==> config.mk <==
export PLATFORM = sky130hd
export DESIGN_NAME = sixteen_bit_insn_decoder_unit
export DESIGN_NICKNAME = d
export VERILOG_FILES = /design/src/sv/sbid_pkg.sv /design/src/sv/sixteen_bit_insn_decoder_unit.sv
export SDC_FILE = /design/constraint.sdc
export NUM_CORES = 1
export LEC_CHECK = 0
export BUFFER_PORTS_ARGS = -buffer_cell sky130_fd_sc_hd__buf_4
export CORE_AREA = 2 2 119 121
export DETAILED_ROUTE_END_ITERATION = 8
export DIE_AREA = 0 0 121 123
export GPL_ROUTABILITY_DRIVEN = 0
export PLACE_DENSITY = 0.81
export SLEW_MARGIN = 40
export SYNTH_ARGS = -nofsm -noshare
export SYNTH_HDL_FRONTEND = slang
export SYNTH_SLANG_ARGS = --single-unit
==> constraint.sdc <==
create_clock -name clock -period 5.7 [get_ports clock]
set_input_delay 0.57 -clock clock [delete_from_list [all_inputs] [get_ports clock]]
set_output_delay 0.57 -clock clock [all_outputs]
set_load 0.01 [all_outputs]
==> src/sv/sbid_pkg.sv <==
// Package for the sixteen-bit instruction decoder: opcode tables, mask constants,
// mnemonic bases, layout codes and the extension-word helper.
// Has no dependencies; imported by sixteen_bit_insn_decoder_unit and its testbench.
package sbid_pkg;

   typedef logic [6:0]  mnem_type;
   typedef logic [3:0]  layout_type;
   typedef logic [15:0] word_type;

   localparam word_type MASK_ONE     = 16'o177700;
   localparam word_type MASK_TWO     = 16'o170000;
   localparam word_type MASK_REGOP   = 16'o177000;
   localparam word_type MASK_REG     = 16'o177770;
   localparam word_type MASK_BR      = 16'o177400;
   localparam word_type ADDR_UNKNOWN = 16'hFFFF;

   localparam int NUM_ONE   = 30;
   localparam int NUM_TWO   = 12;
   localparam int NUM_REGOP = 7;
   localparam int NUM_REG   = 5;
   localparam int NUM_BR    = 17;
   localparam int NUM_EXACT = 21;

   localparam mnem_type BASE_ONE   = 7'd0;
   localparam mnem_type BASE_TWO   = 7'd30;
   localparam mnem_type BASE_REGOP = 7'd42;
   localparam mnem_type BASE_REG   = 7'd49;
   localparam mnem_type BASE_BR    = 7'd54;
   localparam mnem_type BASE_EXACT = 7'd71;
   localparam mnem_type MN_MARK    = 7'd29;
   localparam mnem_type MN_SOB     = 7'd44;
   localparam mnem_type MN_EMT     = 7'd69;
   localparam mnem_type MN_UNKNOWN = 7'd92;

   localparam layout_type LAY_NONE    = 4'd0;
   localparam layout_type LAY_ONE     = 4'd1;
   localparam layout_type LAY_TWO     = 4'd2;
   localparam layout_type LAY_REG_OP  = 4'd3;
   localparam layout_type LAY_OP_REG  = 4'd4;
   localparam layout_type LAY_REG     = 4'd5;
   localparam layout_type LAY_BRANCH  = 4'd6;
   localparam layout_type LAY_SOB     = 4'd7;
   localparam layout_type LAY_LITERAL = 4'd8;
   localparam layout_type LAY_UNKNOWN = 4'd9;

   localparam word_type ONE_CODES [NUM_ONE] = '{
      16'o005000, 16'o105000, 16'o005100, 16'o105100, 16'o005200, 16'o105200,
      16'o005300, 16'o105300, 16'o005400, 16'o105400, 16'o005700, 16'o105700,
      16'o006200, 16'o106200, 16'o006300, 16'o106300, 16'o006000, 16'o106000,
      16'o006100, 16'o106100, 16'o000300, 16'o005500, 16'o105500, 16'o005600,
      16'o105600, 16'o006700, 16'o106700, 16'o106400, 16'o000100, 16'o006400
   };
   localparam word_type TWO_CODES [NUM_TWO] = '{
      16'o010000, 16'o110000, 16'o020000, 16'o120000, 16'o060000, 16'o160000,
      16'o030000, 16'o130000, 16'o040000, 16'o140000, 16'o050000, 16'o150000
   };
   localparam word_type REGOP_CODES [NUM_REGOP] = '{
      16'o074000, 16'o004000, 16'o077000, 16'o070000, 16'o071000, 16'o072000,
      16'o073000
   };
   localparam word_type REG_CODES [NUM_REG] = '{
      16'o000200, 16'o075000, 16'o075010, 16'o075020, 16'o075030
   };
   localparam word_type BR_CODES [NUM_BR] = '{
      16'o000400, 16'o001000, 16'o001400, 16'o100000, 16'o100400, 16'o102000,
      16'o102400, 16'o103000, 16'o103400, 16'o002000, 16'o002400, 16'o003000,
      16'o003400, 16'o101000, 16'o101400, 16'o104000, 16'o104400
   };
   localparam word_type EXACT_CODES [NUM_EXACT] = '{
      16'o000003, 16'o000004, 16'o000002, 16'o000006, 16'o000000, 16'o000001,
      16'o000005, 16'o000240, 16'o000241, 16'o000242, 16'o000243, 16'o000244,
      16'o000250, 16'o000257, 16'o000260, 16'o000261, 16'o000262, 16'o000263,
      16'o000264, 16'o000270, 16'o000277
   };

   // An operand needs an extension word for index modes and for immediate or
   // absolute addressing through the program counter.
   function automatic logic ext_word(input logic [2:0] mode, input logic [2:0] rnum);
      ext_word = (mode == 3'd6) || (mode == 3'd7) ||
                 ((rnum == 3'd7) && ((mode == 3'd2) || (mode == 3'd3)));
   endfunction

endpackage

==> src/sv/sixteen_bit_insn_decoder_unit.sv <==
// Throughput is one beat per cycle while the output is not stalled; the three register
// stages hold the opcode group matches, the mnemonic and layout, and the extracted
// fields with the 16-bit target. Stages advance independently, so bubbles close up
// while the output stalls. Synchronous active-high reset clears all stage valid bits;
// payload registers are not reset.
module sixteen_bit_insn_decoder_unit (
   input  logic                   clock,
   input  logic                   reset,
   input  logic                   req_valid,
   output logic                   req_stall,
   input  logic [15:0]            req_opcode_word,
   input  logic [15:0]            req_insn_address,
   output logic                   rsp_valid,
   input  logic                   rsp_stall,
   output sbid_pkg::mnem_type     rsp_mnemonic,
   output sbid_pkg::layout_type   rsp_layout,
   output logic [2:0]             rsp_src_amode,
   output logic [2:0]             rsp_src_reg,
   output logic [2:0]             rsp_dst_amode,
   output logic [2:0]             rsp_dst_reg,
   output logic [2:0]             rsp_reg_field,
   output logic [7:0]             rsp_literal,
   output logic signed [8:0]      rsp_branch_offset,
   output logic [15:0]            rsp_target_address,
   output logic                   rsp_relative,
   output logic [1:0]             rsp_length_words
);
   import sbid_pkg::*;

   logic        s1_valid_ff, s1_valid_in;
   word_type    s1_word_ff, s1_addr_ff;
   logic        s1_one_hit_ff, s1_two_hit_ff, s1_regop_hit_ff;
   logic        s1_reg_hit_ff, s1_br_hit_ff, s1_exact_hit_ff;
   logic [4:0]  s1_one_idx_ff, s1_two_idx_ff, s1_regop_idx_ff;
   logic [4:0]  s1_reg_idx_ff, s1_br_idx_ff, s1_exact_idx_ff;
   logic        s2_valid_ff, s2_valid_in;
   word_type    s2_word_ff, s2_addr_ff;
   mnem_type    s2_mn_ff, s2_mn_in;
   layout_type  s2_lay_ff, s2_lay_in;
   logic        s3_valid_ff, s3_valid_in;
   word_type    s3_word_ff;
   mnem_type    s3_mn_ff;
   layout_type  s3_lay_ff;
   logic [2:0]  s3_regf_ff, s3_regf_in;
   logic [7:0]  s3_lit_ff, s3_lit_in;
   logic [8:0]  s3_off_ff, s3_off_in;
   word_type    s3_tgt_ff, s3_tgt_in;
   logic        s3_rel_ff, s3_rel_in;
   logic [1:0]  s3_len_ff, s3_len_in;

   logic        en1, en2, en3;

   logic        s1_one_hit_in, s1_two_hit_in, s1_regop_hit_in;
   logic        s1_reg_hit_in, s1_br_hit_in, s1_exact_hit_in;
   logic [4:0]  s1_one_idx_in, s1_two_idx_in, s1_regop_idx_in;
   logic [4:0]  s1_reg_idx_in, s1_br_idx_in, s1_exact_idx_in;

   logic [2:0]  sm2, sr2, dm2, dr2;
   logic [8:0]  sob_dist;
   word_type    tgt_sum;

   assign en3 = !s3_valid_ff || !rsp_stall;
   assign en2 = !s2_valid_ff || en3;
   assign en1 = !s1_valid_ff || en2;
   assign req_stall = !en1;

   assign s1_valid_in = en1 ? req_valid : s1_valid_ff;
   assign s2_valid_in = en2 ? s1_valid_ff : s2_valid_ff;
   assign s3_valid_in = en3 ? s2_valid_ff : s3_valid_ff;

   always_comb begin
      s1_one_hit_in = 1'b0;   s1_one_idx_in = '0;
      s1_two_hit_in = 1'b0;   s1_two_idx_in = '0;
      s1_regop_hit_in = 1'b0; s1_regop_idx_in = '0;
      s1_reg_hit_in = 1'b0;   s1_reg_idx_in = '0;
      s1_br_hit_in = 1'b0;    s1_br_idx_in = '0;
      s1_exact_hit_in = 1'b0; s1_exact_idx_in = '0;
      for (int i = 0; i < NUM_ONE; i++) begin
         if (ONE_CODES[i] == (req_opcode_word & MASK_ONE)) begin
            s1_one_hit_in = 1'b1;
            s1_one_idx_in = 5'(i);
         end
      end
      for (int i = 0; i < NUM_TWO; i++) begin
         if (TWO_CODES[i] == (req_opcode_word & MASK_TWO)) begin
            s1_two_hit_in = 1'b1;
            s1_two_idx_in = 5'(i);
         end
      end
      for (int i = 0; i < NUM_REGOP; i++) begin
         if (REGOP_CODES[i] == (req_opcode_word & MASK_REGOP)) begin
            s1_regop_hit_in = 1'b1;
            s1_regop_idx_in = 5'(i);
         end
      end
      for (int i = 0; i < NUM_REG; i++) begin
         if (REG_CODES[i] == (req_opcode_word & MASK_REG)) begin
            s1_reg_hit_in = 1'b1;
            s1_reg_idx_in = 5'(i);
         end
      end
      for (int i = 0; i < NUM_BR; i++) begin
         if (BR_CODES[i] == (req_opcode_word & MASK_BR)) begin
            s1_br_hit_in = 1'b1;
            s1_br_idx_in = 5'(i);
         end
      end
      for (int i = 0; i < NUM_EXACT; i++) begin
         if (EXACT_CODES[i] == req_opcode_word) begin
            s1_exact_hit_in = 1'b1;
            s1_exact_idx_in = 5'(i);
         end
      end
   end

   always_comb begin
      s2_mn_in  = MN_UNKNOWN;
      s2_lay_in = LAY_UNKNOWN;
      if (s1_one_hit_ff) begin
         s2_mn_in  = BASE_ONE + {2'b00, s1_one_idx_ff};
         s2_lay_in = (s2_mn_in == MN_MARK) ? LAY_LITERAL : LAY_ONE;
      end else if (s1_two_hit_ff) begin
         s2_mn_in  = BASE_TWO + {2'b00, s1_two_idx_ff};
         s2_lay_in = LAY_TWO;
      end else if (s1_regop_hit_ff) begin
         s2_mn_in  = BASE_REGOP + {2'b00, s1_regop_idx_ff};
         if (s2_mn_in == MN_SOB) begin
            s2_lay_in = LAY_SOB;
         end else if (s2_mn_in < MN_SOB) begin
            s2_lay_in = LAY_REG_OP;
         end else begin
            s2_lay_in = LAY_OP_REG;
         end
      end else if (s1_reg_hit_ff) begin
         s2_mn_in  = BASE_REG + {2'b00, s1_reg_idx_ff};
         s2_lay_in = LAY_REG;
      end else if (s1_br_hit_ff) begin
         s2_mn_in  = BASE_BR + {2'b00, s1_br_idx_ff};
         s2_lay_in = (s2_mn_in >= MN_EMT) ? LAY_LITERAL : LAY_BRANCH;
      end else if (s1_exact_hit_ff) begin
         s2_mn_in  = BASE_EXACT + {2'b00, s1_exact_idx_ff};
         s2_lay_in = LAY_NONE;
      end
   end

   assign sm2 = s2_word_ff[11:9];
   assign sr2 = s2_word_ff[8:6];
   assign dm2 = s2_word_ff[5:3];
   assign dr2 = s2_word_ff[2:0];
   assign sob_dist = {2'b00, s2_word_ff[5:0], 1'b0};

   always_comb begin
      s3_regf_in = 3'd0;
      s3_lit_in  = 8'd0;
      s3_off_in  = 9'd0;
      s3_rel_in  = 1'b0;
      s3_len_in  = 2'd1;
      case (s2_lay_ff)
         LAY_ONE, LAY_REG_OP, LAY_OP_REG: begin
            s3_len_in = 2'd1 + {1'b0, ext_word(dm2, dr2)};
            if (s2_lay_ff != LAY_ONE) begin
               s3_regf_in = sr2;
            end
         end
         LAY_TWO: begin
            s3_len_in = 2'd1 + {1'b0, ext_word(sm2, sr2)} + {1'b0, ext_word(dm2, dr2)};
         end
         LAY_SOB: begin
            s3_regf_in = sr2;
            s3_off_in  = 9'd0 - sob_dist;
         end
         LAY_REG: begin
            s3_regf_in = dr2;
         end
         LAY_BRANCH: begin
            s3_off_in = {s2_word_ff[7:0], 1'b0};
            s3_rel_in = (s2_addr_ff == ADDR_UNKNOWN);
         end
         LAY_LITERAL: begin
            s3_lit_in = (s2_mn_ff == MN_MARK) ? {2'b00, s2_word_ff[5:0]} : s2_word_ff[7:0];
         end
         default: begin
            s3_regf_in = 3'd0;
         end
      endcase
   end

   assign tgt_sum = s2_addr_ff + 16'd2 + {{7{s3_off_in[8]}}, s3_off_in};
   assign s3_tgt_in = ((s2_lay_ff == LAY_SOB) || ((s2_lay_ff == LAY_BRANCH) && !s3_rel_in))
                      ? tgt_sum : 16'd0;

   always_ff @(posedge clock) begin
      if (reset) begin
         s1_valid_ff <= 1'b0;
         s2_valid_ff <= 1'b0;
         s3_valid_ff <= 1'b0;
      end else begin
         s1_valid_ff <= s1_valid_in;
         s2_valid_ff <= s2_valid_in;
         s3_valid_ff <= s3_valid_in;
      end
   end

   always_ff @(posedge clock) begin
      if (en1) begin
         s1_word_ff      <= req_opcode_word;
         s1_addr_ff      <= req_insn_address;
         s1_one_hit_ff   <= s1_one_hit_in;
         s1_two_hit_ff   <= s1_two_hit_in;
         s1_regop_hit_ff <= s1_regop_hit_in;
         s1_reg_hit_ff   <= s1_reg_hit_in;
         s1_br_hit_ff    <= s1_br_hit_in;
         s1_exact_hit_ff <= s1_exact_hit_in;
         s1_one_idx_ff   <= s1_one_idx_in;
         s1_two_idx_ff   <= s1_two_idx_in;
         s1_regop_idx_ff <= s1_regop_idx_in;
         s1_reg_idx_ff   <= s1_reg_idx_in;
         s1_br_idx_ff    <= s1_br_idx_in;
         s1_exact_idx_ff <= s1_exact_idx_in;
      end
      if (en2) begin
         s2_word_ff <= s1_word_ff;
         s2_addr_ff <= s1_addr_ff;
         s2_mn_ff   <= s2_mn_in;
         s2_lay_ff  <= s2_lay_in;
      end
      if (en3) begin
         s3_word_ff <= s2_word_ff;
         s3_mn_ff   <= s2_mn_ff;
         s3_lay_ff  <= s2_lay_ff;
         s3_regf_ff <= s3_regf_in;
         s3_lit_ff  <= s3_lit_in;
         s3_off_ff  <= s3_off_in;
         s3_tgt_ff  <= s3_tgt_in;
         s3_rel_ff  <= s3_rel_in;
         s3_len_ff  <= s3_len_in;
      end
   end

   assign rsp_valid          = s3_valid_ff;
   assign rsp_mnemonic       = s3_mn_ff;
   assign rsp_layout         = s3_lay_ff;
   assign rsp_src_amode      = s3_word_ff[11:9];
   assign rsp_src_reg        = s3_word_ff[8:6];
   assign rsp_dst_amode      = s3_word_ff[5:3];
   assign rsp_dst_reg        = s3_word_ff[2:0];
   assign rsp_reg_field      = s3_regf_ff;
   assign rsp_literal        = s3_lit_ff;
   assign rsp_branch_offset  = s3_off_ff;
   assign rsp_target_address = s3_tgt_ff;
   assign rsp_relative       = s3_rel_ff;
   assign rsp_length_words   = s3_len_ff;

`ifndef SYNTH
   a_accept_fills_s1: assert property (@(posedge clock) disable iff (reset)
      (req_valid && !req_stall) |=> s1_valid_ff)
      else $error("Accepted request beat did not enter the first stage.");

   a_unknown_fields: assert property (@(posedge clock) disable iff (reset)
      (rsp_valid && (rsp_layout == LAY_UNKNOWN)) |->
      ((rsp_mnemonic == MN_UNKNOWN) && (rsp_length_words == 2'd1) &&
       (rsp_literal == 8'd0) && (rsp_target_address == 16'd0)))
      else $error("Unknown opcode carries decoded fields.");

   a_relative_branch: assert property (@(posedge clock) disable iff (reset)
      (rsp_valid && rsp_relative) |->
      ((rsp_layout == LAY_BRANCH) && (rsp_target_address == 16'd0)))
      else $error("Relative flag set outside a branch or with a target.");

   a_length_range: assert property (@(posedge clock) disable iff (reset)
      rsp_valid |-> ((rsp_length_words != 2'd0) &&
                     ((rsp_length_words == 2'd1) || (rsp_layout == LAY_ONE) ||
                      (rsp_layout == LAY_TWO) || (rsp_layout == LAY_REG_OP) ||
                      (rsp_layout == LAY_OP_REG))))
      else $error("Instruction length inconsistent with its layout.");
`endif

endmodule

Yosys cells after proc, flatten, opt, wreduce, memory -nomap -nowiden
Cells that the tools add are included.

word-level totals
  register bits = 168
  bits of input ports = 36
  output and inout port bits = 64
  logic and storage cells = 315

cells by class
  $add $sub $neg = 11
  $lt $le $gt $ge = 2
  eq/ne operators = 114
  multiplexer cells = 107
  bitwise operators = 1
  reduce and logical (&&, ||, !) cells = 38

operators by type and width
  cell                     number
  $eq A8 B16 Y1 const A    14
  $mux W5                  29
  $eq A10 B10 Y1 const A   14
  $eq A6 B10 Y1 const A    14
  $mux W4                  24
  $eq A8 B8 Y1 const A     10
  $mux W3                  23
  $eq A12 B13 Y1 const A   4
  $eq A3 B16 Y1 const A    3
  $eq A6 B7 Y1 const A     6
  $mux W7                  5
  $eq A2 B16 Y1 const A    2
  $eq A3 B8 Y1 const A     4
  $reduce_or A29 Y1        1
  $eq A4 B4 Y1 const A     6
  $add A6 B5 Y7 const A    3
  $reduce_or A20 Y1        1
  $eq A3 B3 Y1 const B     6
  $pmux W9 S2              1
  $add A16 B16 Y16         1
  $add A16 B2 Y16 const B  1
  $eq A1 B16 Y1 const A    1
  $eq A16 B16 Y1 const B   1
  $eq A2 B8 Y1 const A     2
  other kinds (42)         97

Logic depth before layout (Yosys ltp)
Gate-level depths: netlist (run 1).

  depth after elaboration = 29
  gate-level depth with buffers = 13
  mapped depth without buffers = 13

Worst setup path after synthesis (run 1)
No wires, ideal clock.

  path type = register -> register
  start point = reg s2_lay_ff[0]
  end point = reg s3_tgt_ff[14], in the netlist rsp_target_address[14] (data pin)
  library setup time = 259 ps
  arrival = 3,018 ps
  required time = 5,441 ps
  path slack = 2,423 ps
  cell stages (with the launch flop) = 13
  path buffers = 2
  period minus slack after synthesis = 3,277 ps
  path through = edfxtp_1 > clkbuf_1 > buf_1 > mux2i_1 > nor2_1 > ha_1 > ha_1 > fa_1 > a211oi_1 > o21bai_4 > a21o_1 > a21oi_2 > mux2i_1

between the ends
  elaborated cells between the ends (all ways) = 8
  those cells by class = add/sub: 1; eq/ne: 2; mux: 2; reduce/logical: 3

RTL lines
  element                 line                                  text
  start, declared         sixteen_bit_insn_decoder_unit.sv:39   layout_type s2_lay_ff, s2_lay_in;
  start signal, assigned  sixteen_bit_insn_decoder_unit.sv:225  s2_lay_ff <= s2_lay_in;
  $eq A4 B3 Y1            sixteen_bit_insn_decoder_unit.sv:158  case (s2_lay_ff)
  $pmux W9 S2 (*)         sixteen_bit_insn_decoder_unit.sv:158
  net s3_off_in[2]        sixteen_bit_insn_decoder_unit.sv:46   logic [8:0] s3_off_ff, s3_off_in;
  $add A16 B16 Y16 (*)    sixteen_bit_insn_decoder_unit.sv:188  assign tgt_sum = s2_addr_ff + 16'd2 + {{7{s3_off_in[8]}}, s3_off_in};
  end signal, assigned    sixteen_bit_insn_decoder_unit.sv:234  s3_tgt_ff <= s3_tgt_in;
  end, declared           sixteen_bit_insn_decoder_unit.sv:47   word_type s3_tgt_ff, s3_tgt_in;

The timed path passes the listed nets; every way through them passes the cells marked *.
A chain may end at the register's enable or synchronous reset.

Worst setup path after layout (run 1)
  start point = reg s2_lay_ff[0]
  end point = reg s3_tgt_ff[12], in the netlist rsp_target_address[12] (data pin)

The elaborated chain is that of the path after synthesis.

==> results.toml, run 1 <==
[outcome]
outcome = "complete, no violations"

[setup_path]
worstPathRequired_ns = 5.86
path_cells = "inv_1 -> or3_1 -> a21oi_1 -> ha_1 -> fa_1 -> a211oi_1 -> o21bai_4 -> a31oi_1 -> xor2_1 -> nor2_1"
cp_slowest_cell = "edfxtp_1"
crit_fanout = 19
path_delay_family = "compound AO/OA/AOI/OAI gates"
cp-start-kind = "flip-flop"
end_kind = "flip-flop"
startpoint = "s2_lay_ff[0]"
timing.rr.start = "s2_lay_ff[0]"
r2r_cells = 10
cp_num_buf_inv = 1
arrival_ns = 3.92
reg2reg_to = "rsp_target_address[12]"
critPathKind = "reg2reg"
cp.depth = 10
slowest_delay_ns = 0.75
crit_end = "rsp_target_address[12]"
r2r_setup_slack_ns = 1.93

[timing]
tightest_slew_ns = 0.754
period_share_pct = 66.1
fin_skew_ns = 0.00729
relSlewSlack_pct = 49.8
hold_violations = 0
period_minus_slack_ns = 3.77
grt_setup_unrepaired = "false"
report.final.slew_viol_count = 0
max_freq_mhz = 266
setup_violations = 0
tns_ns = 0

[synthesis]
ys.warnings.count = 0
yosys.area.top_type_share_pct = 59.4
synth_area_leaders = "edfxtp_1 (59%), ha_1 (6.2%), nor2_1 (3.2%)"
synth_edf_count = 159
synth_xor_area_share_pct = 2.07
ys.flop_type = "edfxtp_1"
syn_area_mm2 = 0.00804
yosys-top-cells-count = "edfxtp_1 (159), nor2_1 (68), nand2_1 (44)"
ys_seq_area_share_pct = 60.1
synth_nets = 742
ys_ff_latch = 162
synth-simple-area-share_pct = 15.8
syn_inst = 665
synth_top_area_cell = "edfxtp_1"
synth.most_common_cell = "edfxtp_1"
synth_mux_area_share_pct = 1.31
synth_compound_area_share_pct = 11.0
async_flop_share_pct = 0
synth_fa_ha_area_share_pct = 6.47
synth_top_family_by_area = "simple AND/OR/NAND/NOR gates"
synth.avg_cell_area_um2 = 12.1
synth_cell_types = 74

[power_and_ir_drop]
seqPwrFrac_pct = 51.2
cellPowerDensity_mw_per_mm2 = 291
power_leakage_nw = 3.85
p_switching_uw = 602
irDropWorstVdd_uv = 219
switching_share_pct = 21.8
power_frac_clock_pct = 40.5
combPwrFrac_pct = 8.2
intPower_mw = 2.16

[routing]
wl_per_cell_um = 17.7
initialDrtViolationCount = 659
finalWirelength_mm = 16.8
post-route-drc-count = 0
drtAntennaViolNets = 0
routed_via_density = 6.02
vias = 5720
drt-pass1-iter-count = 5

[global_routing]
grt_pass1_wl_mm = 26.9
antenna_found_initial = 0
track_usage_pct = 23.5
grt_max_degree = 62
grt_pass1_vias = 5467
globalRoute.totalOverflow = 0

[die]
start_util_pct = 59.1
num_rows = 43
die_y_um = 123
io_pins = 100
fp.dieW_um = 121
dieArea_mm2 = 0.0149
core_area_mm2 = 0.0136

[hold_path]
worstHoldStart = "req_insn_address[14]"
hold_path.class = "in2reg"

[clocking]
cts_resized = 0
clkTransAtPathRegs_ns = 0.06
ctsHtreeMaxLevel = 4
cts_setup_buffers = 0
cts_buffer_depth = 2
cts_buffers = 17
cts_tree = "built"
clock-root-buffer = "clkbuf_16"
clock-sinks = 162
clock_latency_ns = 0.42
postCtsHoldBufs = 0

[flow_run]
drv_cap = 0

[finish]
area_delta_synth_final_pct = 18.1
stdcell_count = 950
layout.nets = 834
multi_input_area_mm2 = 0.00296
nFillCells = 913
antenna_cells = 0
regArea_mm2 = 0.00483
drive_above_1_share_pct = 18.8

[place]
dp_cells = 918
hpwl_mm = 11.7
io_buffers = 98
==> layout make-up <==
| type | count | share of cell area, % |
|---|---|---|
| clock buffers | 18 | 4.52 |
| clock inverters | 14 | 1.71 |
| flip-flops and latches | 162 | 50.9 |
| inverters | 32 | 1.27 |
| repair buffers | 101 | 7.99 |
| multi-input cells | 443 | 31.2 |
| well taps | 180 | 2.37 |
==> kinds of logic after synthesis <==
logic type                 count (synthesis)
other                                      1
AOI/OAI and AO/OA                        132
buffers and inverters                     60
and+or+nand+nor                          240
xor gates and xnor gates                  19
adders and majority gates                 41
DFF                                      162
muxes                                     10
==> per-stage QoR <==
step | total power, mW | utilization [%] | worst slack, ns | cell area [um^2] | hold WS, ns
after floorplan | 1.56 | - | 2.42 | 8040 | 0.400
after global placement | 1.65 | 65.3 | 2.22 | 8890 | 0.401
after detailed placement | 1.66 | 65.4 | 2.06 | 8900 | 0.405
after CTS | 2.78 | 69.7 | 2.01 | 9490 | 0.303
after global routing | 2.85 | 69.7 | 1.75 | 9490 | 0.303
final | 2.76 | 69.7 | 1.93 | 9490 | 0.324
==> registers in the layout, summed over array words and instances (netlist names), 4 cells and up <==
name                count
s3_word_ff             12
s1_word_ff             12
s1_one_idx_ff           5
rsp_layout              4
s2_word_ff             12
rsp_literal             8
s2_addr_ff             16
s1_addr_ff             16
s1_two_idx_ff           4
s2_mn_ff                7
s2_lay_ff               4
s1_exact_idx_ff         5
rsp_branch_offset       8
rsp_target_address     16
s1_br_idx_ff            5
rsp_mnemonic            7
==> power by group through the flow <==
| stage | clock network, mW | logic, mW | registers (mW) |
|---|---|---|---|
| 3_5_place_dp | 0 | 0.223 | 1.44 |
| 2_1_floorplan | 0 | 0.123 | 1.43 |
| 5_1_grt | 1.18 | 0.250 | 1.42 |
| 6_report | 1.12 | 0.228 | 1.42 |
| 4_1_cts | 1.14 | 0.226 | 1.42 |
| 3_3_place_gp | 0 | 0.216 | 1.43 |
==> cell usage in the layout (no fill, tap or decap), drive strengths merged, types with 7 or more instances in the layout <==
cell    netlist  final
edfxtp      159    159
buf           9    101
nor2         68     68
nand2        44     44
ha           40     40
inv          32     34
a21oi        32     32
o21ai        31     31
nor3         22     22
nand3        18     18
clkbuf       19     18
and2         11     11
nor2b        10     10
a31oi        10     10
xor2         10     10
and3          9      9
nand2b        9      9
xnor2         9      9
or3           7      7
a211oi        7      7
==> layer usage <==
metal	GRT usage (%)	share of wire [%]	up-vias
met1	27.9	39	2734
met3	4.66	5.4	48
met2	41.0	52	251
met5	0	0	-
met4	11.4	3.8	0
li1	-	-	2687
==> worst min-delay path by stage <==
| stage | endpoint | slack, ns | cells after the start |
|---|---|---|---|
| 5_1_grt | s1_addr_ff[13] | 0.30 | 1 |
| 3_5_place_dp | s2_addr_ff[2] | 0.40 | 0 |
| 6_report | s1_addr_ff[14] | 0.32 | 1 |
| 4_1_cts | s1_valid_ff | 0.30 | 2 |
| 2_1_floorplan | s2_addr_ff[0] | 0.40 | 0 |
| 3_3_place_gp | s2_addr_ff[13] | 0.40 | 0 |
Power figures use the tool's default switching activity.
==> inputs of run 2 (changes only) <==
--- a/config.mk
+++ b/config.mk
@@ -6,11 +6,11 @@
 export NUM_CORES = 1
 export LEC_CHECK = 0
 export BUFFER_PORTS_ARGS = -buffer_cell sky130_fd_sc_hd__buf_4
-export CORE_AREA = 2 2 119 121
+export CORE_AREA = 2 2 121 123
 export DETAILED_ROUTE_END_ITERATION = 8
-export DIE_AREA = 0 0 121 123
+export DIE_AREA = 0 0 123 125
 export GPL_ROUTABILITY_DRIVEN = 0
-export PLACE_DENSITY = 0.81
+export PLACE_DENSITY = 0.79
 export SLEW_MARGIN = 40
 export SYNTH_ARGS = -nofsm -noshare
 export SYNTH_HDL_FRONTEND = slang
==> constraint.sdc (replaced) <==
create_clock -name clock -period 3.5 [get_ports clock]
set_input_delay 0.35 -clock clock [delete_from_list [all_inputs] [get_ports clock]]
set_output_delay 0.35 -clock clock [all_outputs]
set_load 0.01 [all_outputs]
==> run 2 against run 1 <==
Against the previous run: register-to-register slack worse by 1.9 ns; maximum frequency is 8.7% higher; power is 64% higher; global-route usage is 0.79 points higher; critical path type unchanged.
==> results.toml, run 2 (synthesized netlist as in run 1, its figures left out) <==
[routing]
post-route-drc-count = 0
vias = 5883
initialDrtViolationCount = 631
drt-pass1-iter-count = 6
wl_per_cell_um = 19.0
finalWirelength_mm = 18.4
routed_via_density = 6.08
drtAntennaViolNets = 0

[timing]
hold_violations = 0
tns_ns = 0
setup_violations = 0
tightest_slew_ns = 0.716
period_minus_slack_ns = 3.47
fin_skew_ns = 0.00583
period_share_pct = 99.0
max_freq_mhz = 289
relSlewSlack_pct = 52.2
report.final.slew_viol_count = 0
holdWs_ns = 0.0954

[clocking]
clkTransAtPathRegs_ns = 0.06
ctsHtreeMaxLevel = 4
clock_latency_ns = 0.43
cts_buffer_depth = 2
cts_tree = "built"
clock-sinks = 162
clock-root-buffer = "clkbuf_16"
postCtsHoldBufs = 0
cts_buffers = 17

[finish]
fin_util_pct = 67.8
layout_commonest_cell = "edfxtp_1"
drive_above_1_share_pct = 20.6
layout.nets = 847
stdcell_count = 967
antenna_cells = 0
mostFrequentLayoutCells = "edfxtp_1 (159), buf_4 (114), nor2_1 (68), nand2_1 (42), ha_1 (40)"
area_delta_synth_final_pct = 19.8

[flow_run]
drv_cap = 0

[global_routing]
globalRoute.totalOverflow = 0
track_usage_pct = 24.3
antenna_found_initial = 0
grt_max_degree = 43
grt_pass1_wl_mm = 28.5
grt_pass1_vias = 5657

[setup_path]
arrival_ns = 3.63
critPathKind = "reg2reg"
end_kind = "flip-flop"
crit_fanout = 5
cp-start-kind = "flip-flop"
r2r_cells = 13
worstPathRequired_ns = 3.67

[power_and_ir_drop]
p_switching_uw = 972
irDropWorstVdd_uv = 408
p_total_mw = 4.53
power_frac_clock_pct = 40.4
intPower_mw = 3.56
combPwrFrac_pct = 8.9
power_leakage_nw = 3.93
switching_share_pct = 21.4
cellPowerDensity_mw_per_mm2 = 471
seqPwrFrac_pct = 50.7

[die]
core_area_mm2 = 0.0142
die_y_um = 125
start_util_pct = 56.6
dieArea_mm2 = 0.0154
fp.dieW_um = 123
num_rows = 44
io_pins = 100

[hold_path]
hold_depth = 1
hold_path.class = "in2reg"

[place]
io_buffers = 98
dp_cells = 932
hpwl_mm = 12.6

[outcome]
outcome = "complete, no violations"
[run 2: cell count changes in the layout (fill, tap and decap cells not counted), moves of 2 or more]
cell,delta
a21oi_1,-2
a21oi_2,+2
buf_4,+13
clkbuf_1,+5
clkbuf_8,+5
clkinv_1,-3
clkinvlp_4,-3
inv_6,-2
[run 2: worst paths after layout]
| check | from | end | slack (ns) |
|---|---|---|---|
| max | s2_word_ff[3] | rsp_target_address[12] | 0.03 |
| max reg2reg | s2_word_ff[3] | rsp_target_address[12] | 0.03 |
| min | req_insn_address[8] | s1_addr_ff[8] | 0.1 |
| min reg2reg | s1_word_ff[0] | s2_word_ff[0] | 0.41 |
[run 2: critical path, cell delays in order, from the launching register on]
cell      delay, ns
edfxtp_1       0.47
buf_4          0.18
nor2_1         0.16
nand2_1        0.11
nand2_1        0.09
xor2_1         0.19
nor2_1         0.11
ha_1           0.30
ha_1           0.37
o21ai_0        0.58
o21bai_4       0.13
a31oi_2        0.24
xor2_1         0.20
nor2_1         0.07
[run 2: final cells by class]
class | count | area [um^2]
clock buffer | 28 | 517
inverter | 32 | 120
sequential | 162 | 4830
fill | 962 | 4570
clock inverter | 4 | 72.6
tap | 184 | 230
multi-input combinational | 443 | 3000
timing repair buffer | 114 | 856
[run 2: per-layer routing]
layer	up-vias	share of wire, %	routed length [um]	global-route usage [%]
li1	2722	-	-	-
met1	2757	38	6990	29.3
met2	345	52	9470	41.0
met3	59	7.4	1360	5.52
met4	0	3.0	552	11.3
met5	-	0	0	0
[run 2: per-stage QoR]
step	cell area, um^2	worst slack [ns]
6_report	9630	0.0341
4_1_cts	9570	0.0123
3_3_place_gp	8970	0.309
3_5_place_dp	8980	0.154
2_1_floorplan	8040	0.223
5_1_grt	9630	-0.0542
[run 2: power groups by stage]
stage                     Combinational [mW]  Sequential (mW)  Clock [mW]
final                                  0.406             2.30        1.83
after detailed placement               0.387             2.33           0
after global placement                 0.373             2.33           0
after CTS                              0.393             2.29        1.85
after global routing                   0.439             2.31        1.92
after floorplan                        0.200             2.34           0
[run 2: timing repair]
item / 4_1_cts / 5_1_grt
setup buffers: 0 / 3
resized for setup: 0 / 9
setup endpoints to repair: 0 / 3
==> inputs of run 3 (changes only) <==
--- a/config.mk
+++ b/config.mk
@@ -5,10 +5,11 @@
 export SDC_FILE = /design/constraint.sdc
 export NUM_CORES = 1
 export LEC_CHECK = 0
+export ABC_AREA = 1
 export BUFFER_PORTS_ARGS = -buffer_cell sky130_fd_sc_hd__buf_4
-export CORE_AREA = 2 2 121 123
+export CORE_AREA = 2 2 122 124
 export DETAILED_ROUTE_END_ITERATION = 8
-export DIE_AREA = 0 0 123 125
+export DIE_AREA = 0 0 124 126
 export GPL_ROUTABILITY_DRIVEN = 0
 export PLACE_DENSITY = 0.79
 export SLEW_MARGIN = 40
==> run 3 against run 2 <==
Against the previous run: non-clock buffer count fell by 7; sequential power is essentially flat; global-route usage shrank 0.91 points; critical path depth rose by 4; combinational power fell by 4%; critical path type unchanged; critical endpoint unchanged; largest power group unchanged.
==> results.toml, run 3 <==
[outcome]
outcome = "complete, no violations"

[finish]
layout_commonest_cell = "edfxtp_1"
stdcell_area_mm2 = 0.00976
nFillCells = 1057
area_delta_synth_final_pct = 19.6
antenna_cells = 0
drive_above_1_share_pct = 21.0
multi_input_area_mm2 = 0.00287
regArea_mm2 = 0.00483
layout.nets = 968
mostFrequentLayoutCells = "edfxtp_1 (159), buf_4 (106), nand2_1 (103), inv_1 (101), nor2_1 (92)"

[synthesis]
yosys.area.top_type_share_pct = 58.5
synth_nets = 850
yosys-top-cells-count = "edfxtp_1 (159), nand2_1 (105), inv_1 (103)"
synth_cell_types = 57
synth_edf_count = 159
synth_area_leaders = "edfxtp_1 (59%), ha_1 (6.1%), nand2_1 (4.8%)"
ys.flop_type = "edfxtp_1"
synth_top_area_cell = "edfxtp_1"
syn_area_mm2 = 0.00816
async_flop_share_pct = 0
ys_ff_latch = 162
ys_seq_area_share_pct = 59.3
synth.most_common_cell = "edfxtp_1"
synth.avg_cell_area_um2 = 10.6
ys.warnings.count = 0
syn_inst = 773

[timing]
holdWs_ns = 0.105
fin_skew_ns = 0.00734
period_minus_slack_ns = 3.30
hold_violations = 0
layout_setup_ws_ns = 0.196
period_share_pct = 94.4
setup_violations = 0
tightest_slew_ns = 0.855
report.final.slew_viol_count = 0
max_freq_mhz = 303
relSlewSlack_pct = 42.8

[routing]
drt-pass1-iter-count = 5
vias = 6096
finalWirelength_mm = 17.5
wl_per_cell_um = 16.1
routed_via_density = 5.60
initialDrtViolationCount = 609
post-route-drc-count = 0
drtAntennaViolNets = 0

[clocking]
ctsHtreeMaxLevel = 4
cts_buffers = 17
clock-sinks = 162
clock-root-buffer = "clkbuf_16"
cts_tree = "built"
cts_buffer_depth = 2
clock_latency_ns = 0.41
clkTransAtPathRegs_ns = 0.06

[setup_path]
crit_fanout = 6
end_kind = "flip-flop"
r2r_setup_slack_ns = 0.20
crit_end = "rsp_target_address[12]"
cp_slowest_cell = "edfxtp_1"
cp-start-kind = "flip-flop"
startpoint = "s2_lay_ff[3]"
r2r_cells = 17
path_cells = "nor2_4 -> nand2_2 -> nor2_2 -> nand2_1 -> o21ai_1 -> ha_1 -> ha_1 -> fa_1 -> nand2_1 -> inv_1 -> o21ai_0 -> nand2_1 -> nand2_1 -> nand2_1 -> a31o_2 -> o21ai_2 -> a21oi_1"
arrival_ns = 3.47
slowest_delay_ns = 0.48
reg2reg_to = "rsp_target_address[12]"
path_delay_family = "simple AND/OR/NAND/NOR gates"
worstPathRequired_ns = 3.66
path_common_cell = "nand2_1"
cp_num_buf_inv = 1
critPathKind = "reg2reg"
timing.rr.start = "s2_lay_ff[3]"
cp.depth = 17

[hold_path]
worstHoldStart = "reset"
hold_path.class = "in2reg"

[global_routing]
grt_max_degree = 63
track_usage_pct = 23.3
globalRoute.totalOverflow = 0
grt_pass1_wl_mm = 28.2
grt_pass1_vias = 5723
antenna_found_initial = 0

[power_and_ir_drop]
power_leakage_nw = 4.44
cellPowerDensity_mw_per_mm2 = 456
p_total_mw = 4.45
irDropWorstVdd_uv = 356

[place]
io_buffers = 98
pre_cts_slack_ns = 0.140
place_area_mm2 = 0.00910
hpwl_mm = 12.7

[die]
dieArea_mm2 = 0.0156
fp.dieW_um = 124
die_y_um = 126
core_area_mm2 = 0.0143
num_rows = 44
io_pins = 100
start_util_pct = 57.0

[flow_run]
drv_cap = 0
## run 3: cell count changes after synthesis, sizes merged, moves of 9 or more
cell,previous run,this run
inv,32,118
nand2,44,110
nor2,68,107
nand3,18,43
clkbuf,19,1
nand4,6,20
o21ai,31,43
and2,11,1
nor2b,10,0
and3,9,0
nand2b,9,0
## run 3: cell type report
cell class / instances / area share (%)
clock inverters: 14 / 1.41
flip-flops and latches: 162 / 49.6
inverters: 118 / 4.58
multi-input cells: 485 / 29.4
repair buffers: 107 / 8.28
clock buffers: 18 / 4.40
well taps: 184 / 2.36
## run 3: through the flow
stage / util, % / TNS [ns] / instances
after floorplan: - / 0 / 773
after CTS: 67.6 / 0 / 1082
after detailed placement: 63.6 / 0 / 1050
after global routing: 68.2 / -0.0628 / 1088
after global placement: 63.6 / 0 / 1050
final: 68.2 / 0 / 1088
## run 3: timing repair
item / in CTS / in global routing
pin swaps: 0 / 3
endpoints found under the setup margin: 1 / 6
gates resized for setup: 1 / 13
setup buffers: 0 / 6
hold buffers: 0 / 0
## run 3: logic make-up after synthesis
| family | share of synthesized area, % |
|---|---|
| compound gates | 9.10 |
| other cells | 0.0460 |
| buf+inv | 6.12 |
| fa+ha+maj | 6.38 |
| flops | 59.3 |
| xor+xnor | 0.644 |
| simple gates | 18.4 |
## run 3: worst reg2reg max path, stage by stage, from the launching register on
cell	delay (ns)
edfxtp_1	0.48
nor2_4	0.20
nand2_2	0.14
nor2_2	0.17
nand2_1	0.08
o21ai_1	0.12
ha_1	0.27
ha_1	0.23
fa_1	0.40
nand2_1	0.09
inv_1	0.05
o21ai_0	0.14
nand2_1	0.15
nand2_1	0.09
nand2_1	0.08
a31o_2	0.23
o21ai_2	0.10
a21oi_1	0.05
## run 3: metal layers
| metal | part of all wire, % | vias up | track usage [%] |
|---|---|---|---|
| met4 | 3.2 | 0 | 10.0 |
| met2 | 50 | 279 | 38.3 |
| met1 | 41 | 2802 | 30.6 |
| met5 | 0 | - | 0 |
| met3 | 6.4 | 50 | 4.03 |
| li1 | - | 2965 | - |
## run 3: power by group
group / internal, mW / total [mW] / switching (mW)
Sequential: 2.24 / 2.30 / 0.0570
Combinational: 0.160 / 0.390 / 0.230
Clock: 1.04 / 1.76 / 0.719
Total: 3.45 / 4.45 / 1.01
## run 3: worst min path at each step
stage / end / slack [ns] / cells past startpoint
after floorplan: s2_addr_ff[0] / 0.40 / 0
final: rsp_valid / 0.10 / 2
after global routing: s1_addr_ff[12] / 0.09 / 1
after CTS: rsp_valid / 0.09 / 2
after global placement: s2_addr_ff[14] / 0.40 / 0
after detailed placement: s2_addr_ff[6] / 0.40 / 0
